### src/rtl/ssfd_pkg.sv
// Shared constants, register codes and inter-module types for the stereo
// slewed fractional delay unit. No dependencies.
`default_nettype none
package ssfd_pkg;

	localparam int RING_DEPTH_DEF  = 262144;
	localparam int SAMPLE_BITS_DEF = 24;

	localparam int DELAY_W    = 18;
	localparam int CFG_IDX_W  = 4;
	localparam int CFG_DATA_W = 18;
	localparam int PPM_W      = 7;
	localparam int MILLI_W    = 10;
	localparam int RAMP_W     = 18;

	localparam int SLEW_MAX      = 4;
	localparam int RATE_LIMIT    = 50;
	localparam int PHASE_PER_PPM = 4295;
	localparam int PINC_W        = 19;
	localparam int PHASE_FRAC_W  = 32;
	localparam int FRAC_W        = 16;

	localparam int MILLI_FULL = 1000;
	localparam int GAIN_FRAC  = 24;
	localparam int GAIN_W     = GAIN_FRAC + 1;
	localparam int GAIN_ONE   = 1 << GAIN_FRAC;

	localparam int DIV_NUM_W = MILLI_W + GAIN_FRAC;
	localparam int DIV_DEN_W = RAMP_W;

	typedef enum logic [CFG_IDX_W-1:0] {
		REG_TARGET_DELAY = 4'd0,
		REG_RATE_PPM     = 4'd1,
		REG_TARGET_GAIN  = 4'd2,
		REG_GAIN_RAMP    = 4'd3
	} cfg_reg_t;

	typedef struct packed {
		logic              wr_en;
		logic              rd_en;
		logic              ok0;
		logic              ok1;
		logic              ld_y;
		logic [FRAC_W-1:0] frac;
		logic [GAIN_W-1:0] gain;
	} lane_ctl_t;

	typedef struct packed {
		logic in_ready;
		logic cfg_ready;
		logic valid_s3;
	} ctl_stat_t;

endpackage
`default_nettype wire

### src/rtl/ssfd_div.sv
// Shared restoring divider, one quotient bit per cycle.
// Depends on ssfd_pkg.
`default_nettype none
module ssfd_div (
	input  wire logic                            clk,
	input  wire logic                            arst_n,
	input  wire logic                            start,
	input  wire logic [ssfd_pkg::DIV_NUM_W-1:0]  num,
	input  wire logic [ssfd_pkg::DIV_DEN_W-1:0]  den,
	output logic                                 busy,
	output logic                                 done,
	output logic [ssfd_pkg::DIV_NUM_W-1:0]       quot
);
	import ssfd_pkg::*;

	localparam int CNT_W = $clog2(DIV_NUM_W + 1);

	logic                 busy_q;
	logic                 done_q;
	logic [CNT_W-1:0]     cnt_q;
	logic [DIV_NUM_W-1:0] n_q;
	logic [DIV_DEN_W-1:0] d_q;
	logic [DIV_DEN_W-1:0] r_q;
	logic [DIV_DEN_W:0]   trial;
	logic                 sub_ok;

	assign trial  = {r_q, n_q[DIV_NUM_W-1]};
	assign sub_ok = trial >= {1'b0, d_q};

	always_ff @(posedge clk or negedge arst_n) begin
		if (!arst_n) begin
			busy_q <= 1'b0;
			done_q <= 1'b0;
			cnt_q  <= '0;
		end else begin
			done_q <= 1'b0;
			if (start && !busy_q) begin
				busy_q <= 1'b1;
				cnt_q  <= CNT_W'(DIV_NUM_W);
			end else if (busy_q) begin
				cnt_q <= cnt_q - CNT_W'(1);
				if (cnt_q == CNT_W'(1)) begin
					busy_q <= 1'b0;
					done_q <= 1'b1;
				end
			end
		end
	end

	always_ff @(posedge clk) begin
		if (start && !busy_q) begin
			n_q <= num;
			d_q <= den;
			r_q <= '0;
		end else if (busy_q) begin
			r_q <= sub_ok ? DIV_DEN_W'(trial - {1'b0, d_q}) : trial[DIV_DEN_W-1:0];
			n_q <= {n_q[DIV_NUM_W-2:0], sub_ok};
		end
	end

	assign busy = busy_q;
	assign done = done_q;
	assign quot = n_q;
endmodule
`default_nettype wire

### src/rtl/ssfd_ctrl.sv
// Frame sequencer: register file, delay slew, phase accumulator, gain ramp,
// write position and read position for both lanes. Depends on ssfd_pkg, ssfd_div.
`default_nettype none
module ssfd_ctrl #(
	parameter int RING_DEPTH = ssfd_pkg::RING_DEPTH_DEF,
	parameter int RING_AW    = $clog2(RING_DEPTH)
) (
	input  wire logic                             clk,
	input  wire logic                             arst_n,
	input  wire logic                             cfg_valid,
	input  wire logic [ssfd_pkg::CFG_IDX_W-1:0]   cfg_index,
	input  wire logic [ssfd_pkg::CFG_DATA_W-1:0]  cfg_data,
	input  wire logic                             in_valid,
	input  wire logic                             take_s3,
	output ssfd_pkg::ctl_stat_t                   stat,
	output ssfd_pkg::lane_ctl_t                   lane_ctl,
	output logic [RING_AW-1:0]                    wr_addr,
	output logic [RING_AW-1:0]                    rd_addr0,
	output logic [RING_AW-1:0]                    rd_addr1,
	output logic [ssfd_pkg::DELAY_W-1:0]          delay_now
);
	import ssfd_pkg::*;

	localparam int PH_W = RING_AW + PHASE_FRAC_W;
	localparam logic [DELAY_W-1:0] DELAY_MAX =
		(RING_AW >= DELAY_W) ? {DELAY_W{1'b1}} : DELAY_W'(RING_DEPTH - 1);
	localparam logic signed [PPM_W-1:0] PPM_HI = PPM_W'(RATE_LIMIT);
	localparam logic signed [PPM_W-1:0] PPM_LO = -PPM_HI;

	typedef enum logic {DST_GAIN, DST_STEP} div_dst_t;

	logic [DELAY_W-1:0]       tdelay_q;
	logic signed [PINC_W-1:0] pinc_q;
	logic [GAIN_W-1:0]        tgain_q;
	logic [GAIN_W-1:0]        step_q;
	logic                     ramp_zero_q;
	div_dst_t                 div_dst_q;
	logic [DELAY_W-1:0]       delay_q;
	logic [PH_W-1:0]          phase_q;
	logic [GAIN_W-1:0]        gain_q;
	logic [RING_AW-1:0]       wp_q;
	logic                     wrapped_q;
	logic                     valid_s1;
	logic                     valid_s2;
	logic                     valid_s3;
	logic [FRAC_W-1:0]        frac_s2;

	logic                     div_start;
	logic                     div_busy;
	logic                     div_done;
	logic [DIV_NUM_W-1:0]     div_num;
	logic [DIV_DEN_W-1:0]     div_den;
	logic [DIV_NUM_W-1:0]     div_quot;

	logic                     cfg_acc;
	logic                     in_acc;
	logic signed [PPM_W-1:0]  ppm_raw;
	logic signed [PPM_W-1:0]  ppm_c;
	logic signed [PINC_W-1:0] pinc_nx;
	logic [MILLI_W-1:0]       milli_c;
	logic [RAMP_W-1:0]        ramp;
	logic [DELAY_W-1:0]       tgt_c;
	logic [DELAY_W-1:0]       delay_nx;
	logic [GAIN_W-1:0]        gain_nx;
	logic [RING_AW-1:0]       wd;
	logic [PH_W-1:0]          pos;
	logic [RING_AW-1:0]       i0;
	logic [RING_AW-1:0]       i1;

	assign stat.cfg_ready = !(div_busy || div_done);
	assign stat.in_ready  = !(div_busy || div_done) && !valid_s1 && !valid_s2 && !valid_s3;
	assign stat.valid_s3  = valid_s3;
	assign cfg_acc = cfg_valid && stat.cfg_ready;
	assign in_acc  = in_valid && stat.in_ready;

	assign ppm_raw = $signed(cfg_data[PPM_W-1:0]);
	assign ppm_c   = (ppm_raw > PPM_HI) ? PPM_HI : ((ppm_raw < PPM_LO) ? PPM_LO : ppm_raw);
	assign pinc_nx = PINC_W'(ppm_c) * PINC_W'(PHASE_PER_PPM);
	assign milli_c = (cfg_data[MILLI_W-1:0] > MILLI_W'(MILLI_FULL)) ?
		MILLI_W'(MILLI_FULL) : cfg_data[MILLI_W-1:0];
	assign ramp    = cfg_data[RAMP_W-1:0];

	assign div_start = cfg_acc && ((cfg_index == REG_TARGET_GAIN) ||
		((cfg_index == REG_GAIN_RAMP) && (ramp != '0)));

	always_comb begin
		if (cfg_index == REG_TARGET_GAIN) begin
			div_num = DIV_NUM_W'({milli_c, {GAIN_FRAC{1'b0}}}) + DIV_NUM_W'(MILLI_FULL / 2);
			div_den = DIV_DEN_W'(MILLI_FULL);
		end else begin
			div_num = DIV_NUM_W'(GAIN_ONE);
			div_den = ramp;
		end
	end

	ssfd_div u_div (
		.clk    (clk),
		.arst_n (arst_n),
		.start  (div_start),
		.num    (div_num),
		.den    (div_den),
		.busy   (div_busy),
		.done   (div_done),
		.quot   (div_quot)
	);

	assign tgt_c = (tdelay_q > DELAY_MAX) ? DELAY_MAX : tdelay_q;

	always_comb begin
		if (tgt_c > delay_q) begin
			delay_nx = ((tgt_c - delay_q) > DELAY_W'(SLEW_MAX)) ?
				delay_q + DELAY_W'(SLEW_MAX) : tgt_c;
		end else if (tgt_c < delay_q) begin
			delay_nx = ((delay_q - tgt_c) > DELAY_W'(SLEW_MAX)) ?
				delay_q - DELAY_W'(SLEW_MAX) : tgt_c;
		end else begin
			delay_nx = delay_q;
		end
	end

	always_comb begin
		if (ramp_zero_q) begin
			gain_nx = tgain_q;
		end else if (tgain_q > gain_q) begin
			gain_nx = (step_q >= (tgain_q - gain_q)) ? tgain_q : gain_q + step_q;
		end else if (tgain_q < gain_q) begin
			gain_nx = (step_q >= (gain_q - tgain_q)) ? tgain_q : gain_q - step_q;
		end else begin
			gain_nx = gain_q;
		end
	end

	// Read position is write position minus delay minus phase, modulo the ring.
	assign wd  = wp_q - RING_AW'(delay_q);
	assign pos = {wd, {PHASE_FRAC_W{1'b0}}} - phase_q;
	assign i0  = pos[PH_W-1:PHASE_FRAC_W];
	assign i1  = i0 + RING_AW'(1);

	always_ff @(posedge clk or negedge arst_n) begin
		if (!arst_n) begin
			tdelay_q    <= '0;
			pinc_q      <= '0;
			tgain_q     <= GAIN_W'(GAIN_ONE);
			step_q      <= '0;
			ramp_zero_q <= 1'b1;
			div_dst_q   <= DST_GAIN;
			delay_q     <= '0;
			phase_q     <= '0;
			gain_q      <= GAIN_W'(GAIN_ONE);
			wp_q        <= '0;
			wrapped_q   <= 1'b0;
			valid_s1    <= 1'b0;
			valid_s2    <= 1'b0;
			valid_s3    <= 1'b0;
		end else begin
			if (cfg_acc) begin
				unique case (cfg_index)
					REG_TARGET_DELAY: tdelay_q <= cfg_data[DELAY_W-1:0];
					REG_RATE_PPM:     pinc_q   <= pinc_nx;
					REG_TARGET_GAIN:  div_dst_q <= DST_GAIN;
					REG_GAIN_RAMP: begin
						ramp_zero_q <= (ramp == '0);
						div_dst_q   <= DST_STEP;
					end
					default: ;
				endcase
			end
			if (div_done) begin
				if (div_dst_q == DST_GAIN) begin
					tgain_q <= div_quot[GAIN_W-1:0];
				end else begin
					step_q <= div_quot[GAIN_W-1:0];
				end
			end
			valid_s1 <= in_acc;
			if (in_acc) begin
				delay_q <= delay_nx;
				phase_q <= phase_q + PH_W'(pinc_q);
				gain_q  <= gain_nx;
			end
			valid_s2 <= valid_s1;
			if (valid_s1) begin
				wp_q <= wp_q + RING_AW'(1);
				if (wp_q == {RING_AW{1'b1}}) begin
					wrapped_q <= 1'b1;
				end
			end
			if (valid_s2) begin
				valid_s3 <= 1'b1;
			end else if (take_s3) begin
				valid_s3 <= 1'b0;
			end
		end
	end

	always_ff @(posedge clk) begin
		if (valid_s1) begin
			frac_s2 <= pos[PHASE_FRAC_W-1:PHASE_FRAC_W-FRAC_W];
		end
	end

	// An entry never written since reset lies above the write position until the first wrap.
	assign lane_ctl.wr_en = in_acc;
	assign lane_ctl.rd_en = valid_s1;
	assign lane_ctl.ok0   = wrapped_q || (i0 <= wp_q);
	assign lane_ctl.ok1   = wrapped_q || (i1 <= wp_q);
	assign lane_ctl.ld_y  = valid_s2;
	assign lane_ctl.frac  = frac_s2;
	assign lane_ctl.gain  = gain_q;

	assign wr_addr   = wp_q;
	assign rd_addr0  = i0;
	assign rd_addr1  = i1;
	assign delay_now = delay_q;
endmodule
`default_nettype wire

### config.mk
export PLATFORM = sky130hd
export DESIGN_NAME = ssfd_ctrl
export DESIGN_NICKNAME = d
export VERILOG_FILES = /design/src/rtl/ssfd_pkg.sv /design/src/rtl/ssfd_div.sv /design/src/rtl/ssfd_ctrl.sv
export SDC_FILE = /design/constraint.sdc
export NUM_CORES = 1
export LEC_CHECK = 0
export ABC_AREA = 1
export BUFFER_PORTS_ARGS = -buffer_cell sky130_fd_sc_hd__clkbuf_2
export CORE_ASPECT_RATIO = 0.6
export CORE_UTILIZATION = 40
export DETAILED_ROUTE_END_ITERATION = 7
export PLACE_DENSITY_LB_ADDON = 0.25
export SLEW_MARGIN = 25
export SYNTH_ARGS = -nofsm -noshare
export SYNTH_HDL_FRONTEND = slang
export SYNTH_SLANG_ARGS = --single-unit
### constraint.sdc
create_clock -name clk -period 17.75 [get_ports clk]
set_input_delay 2.6625 -clock clk [delete_from_list [all_inputs] [get_ports clk]]
set_output_delay 2.6625 -clock clk [all_outputs]
set_load 0.005 [all_outputs]
### After elaboration in Yosys (flattened, before gate mapping)

Cells that the tools add are included.

| word-level totals | value |
|---|---|
| output and inout bits | 121 |
| input bits | 27 |
| register bits | 298 |

| operators by class | value |
|---|---|
| add/sub/neg operators | 16 |
| muxes and demuxes | 28 |
| magnitude comparators | 15 |
| equality and inequality tests | 5 |
| bitwise logic cells | 1 |
| $mul | 1 |
| reductions and logical operators | 34 |

Operators by type and width:

| kind | count |
|---|---|
| $mux W25 | 5 |
| $mux W18 | 6 |
| $mux W34 | 3 |
| $sub A25 B25 Y25 | 3 |
| $sub A18 B18 Y18 | 4 |
| $add A50 B50 Y50 | 1 |
| $ge A25 B25 Y1 | 2 |
| $sub A50 B50 Y50 | 1 |
| $add A18 B1 Y18 const B | 2 |
| $gt A18 B3 Y1 const B | 2 |
| $le A18 B18 Y1 | 2 |
| $add A34 B9 Y34 const B | 1 |
| $add A25 B25 Y25 | 1 |
| $gt A25 B25 Y1 | 1 |
| $lt A25 B25 Y1 | 1 |
| $ge A19 B18 Y1 | 1 |
| $mul A7 B14 Y19 const B | 1 |
| $add A18 B3 Y18 const B | 1 |
| $eq A18 B18 Y1 const B | 1 |
| $gt A18 B18 Y1 | 1 |
| $gt A18 B18 Y1 const B | 1 |
| $logic_not A18 Y1 | 1 |
| $lt A18 B18 Y1 | 1 |
| $reduce_and A2 Y1 | 9 |
| other kinds (21) | 48 |

### Logic depth before layout (Yosys ltp)

| logic depth | value |
|---|---|
| depth in word-level cells | 7 |
| gate-level depth with buffers | 37 |
| depth with buffers taken out | 37 |

### Hierarchy

Synthesis repeated with hierarchy kept, for this count alone.

| second synthesis, totals | value |
|---|---|
| cell total of the unflattened synthesis | 5047 |
| area, all modules | 33012.9 um^2 |

Modules (own cells, without submodules):

| module | seq. area each (um^2) | times used | area each (um^2) | cells an instance |
|---|---|---|---|---|
| ssfd_ctrl | 5589.1 | 1 | 28606.2 | 4503 |
| ssfd_div | 2122.0 | 1 | 4406.7 | 544 |

### Worst setup path after synthesis

Ideal clock, no wire load.

| timing path | value |
|---|---|
| kind | register to output |
| start point | register wp_q[0], in the netlist wr_addr[0] |
| end point | output lane_ctl[42] in the netlist's numbering |
| required time | 15.087 ns |
| path slack | 10.157 ns |
| arrival time | 4.931 ns |
| cell stages (with the launch flop) | 34 |
| cell sequence | dfrtp_1 inv_1 ha_1 fa_1 o21ai_0 nand2_1 nand2_1 a21oi_1 o21ai_0 a21oi_1 o21ai_0 a21oi_1 xor2_1 ha_1 nand2_1 nor2_1 nand2_1 nor2_1 nand3_1 nand2_1 nand2_1 nand2_1 inv_1 nor2_1 nand4_1 nor2_1 nor2_1 nor2_1 ha_1 a21oi_1 nor2_1 a2111oi_0 nand3_1 o311ai_0 |

RTL lines:

| item | line | text |
|---|---|---|
| start: declaration | ssfd_ctrl.sv:41 | `logic [RING_AW-1:0] wp_q;` |
| start signal: assignment | ssfd_ctrl.sv:183 | `wp_q <= wp_q + RING_AW'(1);` |
| end: declaration | ssfd_ctrl.sv:16 | `output ssfd_pkg::lane_ctl_t lane_ctl,` |

==> impl_metrics.yaml <==
routing:
  dr.pass1.iters: 6
  post_drt_wl_per_cell_um: 20.62
  drt_iter0_drc: 3974
  via_count: 32624
  drc: 0
  ant_nets: 0
  via_per_inst: 5.523
  routed_wl_um: 121800
place:
  place_congestion: 1.091
  io_buffers: 147
  dp_hpwl_um: 100900
  pre_cts_ws_ns: 8.840
  dp.cells: 5840
  place_area_sq_um: 33690
synth:
  ys_types: 71
  synth.avg_cell_area_sq_um: 6.756
  synth_top_area_share_pct: 16.26
  async_flop_share_pct: 71.14
  yosysSeqAreaShare_pct: 23.97
  synthTopCellsByArea: "dfrtp_1 (16%), ha_1 (15%), nand2_1 (13%), inv_1 (8.0%), edfxtp_1 (6.3%)"
  yosys_warnings: 0
  synth_seq_cells: 298
  synthCells: 4762
  synth_edf_count: 68
  synth.largest_area_cell: "dfrtp_1"
  synthesis.nets: 5187
  ys.flop_type: "dfrtp_1"
  syn_area_sq_um: 32170
timing:
  tightest_slew_ns: 1.054
  final-setup-viol-count: 0
  tns_ns: 0
  slew_headroom_pct: 28.97
  drv_slew: 0
  setup_ws_ns: 8.112
  rsz0062_at_grt: "no"
  max_freq_ghz: 0.1038
  period_share_pct: 54.30
  skew_ns: 0.01571
  final.min_clock_period_ns: 9.638
  hold_viol_final: 0
clocking:
  clockBufferDepth: 3
  cts_resized: 0
  hold_buffers: 0
  cts-root-buf: "clkbuf_16"
  cts_made_buffers: 37
  htreeDepth: 2
  clock_latency_ns: 0.60
  clkSlewWorstSetupHoldPaths_ns: 0.06
  clock-sinks: 298
  cts_setup_buffers: 0
  cts_tree: "built"
cells_and_area:
  stdcell_area_sq_um: 34890
  nFillCells: 8447
  layout-drive-gt1-share_pct: 7.147
  final_cells: 5907
  antenna_cells: 0
  final_common_cell: "nand2_1"
  nets: 5238
  syn2layout_area_growth_pct: 8.455
  utilization_pct: 43.85
  final_cell_mix: "nand2_1 (1120), inv_1 (683), nor2_1 (401)"
worst_setup_path:
  reg2reg_depth: 21
  cp-end-kind: "output pin"
  reg2reg_from: "gain_q[1]"
  critPathMaxStageDelay_ns: 0.47
  critPathLaunch: "wr_addr[0]"
  arrival_ns: 6.98
  critical_path_required_ns: 15.09
  worst-setup-path-type: "reg -> out"
  cp_slowest_cell: "dfrtp_1"
  cp-start-kind: "flop"
  crit_fanout: 6
  crit_top_cell: "nand2_1"
hold_path:
  hp-class: "reg -> reg"
  worstHoldStart: "u_div.r_q[9]"
  whs_path_depth: 2
job:
  max_cap_violations: 0
grt:
  grt_max_degree: 70
  grt_util_all_layers_pct: 29.26
  antenna_found_initial: 4
  gr-total-overflow: 0
  grt_pass1_vias: 28868
  grt_pass1_wl_um: 183100
floorplan:
  num_rows: 80
  die_area_sq_um: 81610
  fp.dieH_um: 221.7
  die_x_um: 368.1
  io_pins: 148
  core_sq_um: 79580
  start_util_pct: 40.43
outcome:
  status: "complete, no violations"
power_and_ir_drop:
  p_leak_nw: 18.33
  powerDensity_nw_per_um2: 48.19
  vdd_ir_drop_max_mv: 0.07017
[Yosys cell counts, drive strengths merged, types with 3 or more instances]
cell    number
buf         51
o211a        3
clkinv       4
a211oi      12
dfstp        3
a21oi      368
nand3      271
a31oi       27
and3         6
o21bai      25
a21o        22
xnor2       60
or2         17
a21boi      12
ha         379
dfrtp      209
o21ai      357
a221oi       4
o22ai        3
nand4       96
nor3b        3
dfxtp       18
clkbuf     101
nand2     1147
xor2       163
nor4        22
o21a        24
nor3        58
nand3b      13
o221ai      11
edfxtp      68
fa          19
inv        707
o211ai      30
nor2       428
[metrics by stage]
step,power [mW],hold slack (ns)
after floorplan,0.8535,0.4300
after global placement,0.9098,0.4601
after detailed placement,0.9124,0.4619
after CTS,1.702,0.4733
after global routing,1.756,0.4954
final,1.681,0.4720
[layout make-up]
type | count | area, sq um | share of cell area (%)
clock buffer | 46 | 1010 | 2.894
tap | 1066 | 1334 | 3.823
sequential | 298 | 7711 | 22.10
timing repair buffer | 164 | 873.3 | 2.503
inverter | 711 | 2669 | 7.649
multi-input combinational | 3601 | 21100 | 60.48
clock inverter | 21 | 191.4 | 0.5486
[sequential cells by signal, indices dropped and copies added, names as in the netlist, 18 cells and up]
name,cells
step_q,25
gain_q,25
pinc_q,19
u_div.quot,34
tdelay_q,18
tgain_q,25
wr_addr,18
phase_q,50
u_div.r_q,18
delay_now,18
u_div.d_q,18
[report_power, final]
part | internal (mW) | leakage (nW) | switching, mW
sequential | 0.698 | 3.52 | 0.00000000000000000687
clock | 0.426 | 0.583 | 0.352
combinational | 0.0780 | 14.2 | 0.127
total | 1.20 | 18.3 | 0.479
[critical path: cells and delay by family, from the launching register on]
kind            cells  cell delay, ns
compound gates      9            1.99
buf+inv             5            0.50
xor+xnor            1            0.15
fa+ha+maj           4            1.28
flops               1            0.47
simple gates       18            1.98
[routing by layer]
layer  up-vias  track usage, %  part of all wire [%]
li1      15755               -                     -
met1     15213           50.12                    53
met4         0           4.364                   1.2
met2      1557           33.54                    33
met5         -          0.2914                     0
met3        99           9.006                    13
[path summary, 6_finish.rpt]
check,slack [ns],endpoint
max,8.11,lane_ctl[42]
min,0.47,u_div.r_q[9]
max reg2reg,11.80,gain_q[1]
min reg2reg,0.47,u_div.r_q[9]
max in group asynchronous,13.96,step_q[22]
min in group asynchronous,2.00,tdelay_q[13]
[cell families (layout without fill, tap and decap cells)]
logic type / count (synthesis) / after routing / share of synthesized area (%)
adder cells (fa/ha/maj): 398 / 398 / 15.92
XOR/XNOR: 223 / 223 / 6.153
flip-flops: 298 / 298 / 23.97
AND/OR/NAND/NOR: 2067 / 2067 / 27.72
buffers and inverters: 863 / 942 / 10.48
AO/OA/AOI/OAI: 913 / 913 / 15.75
(Power assumes the default switching activity.)
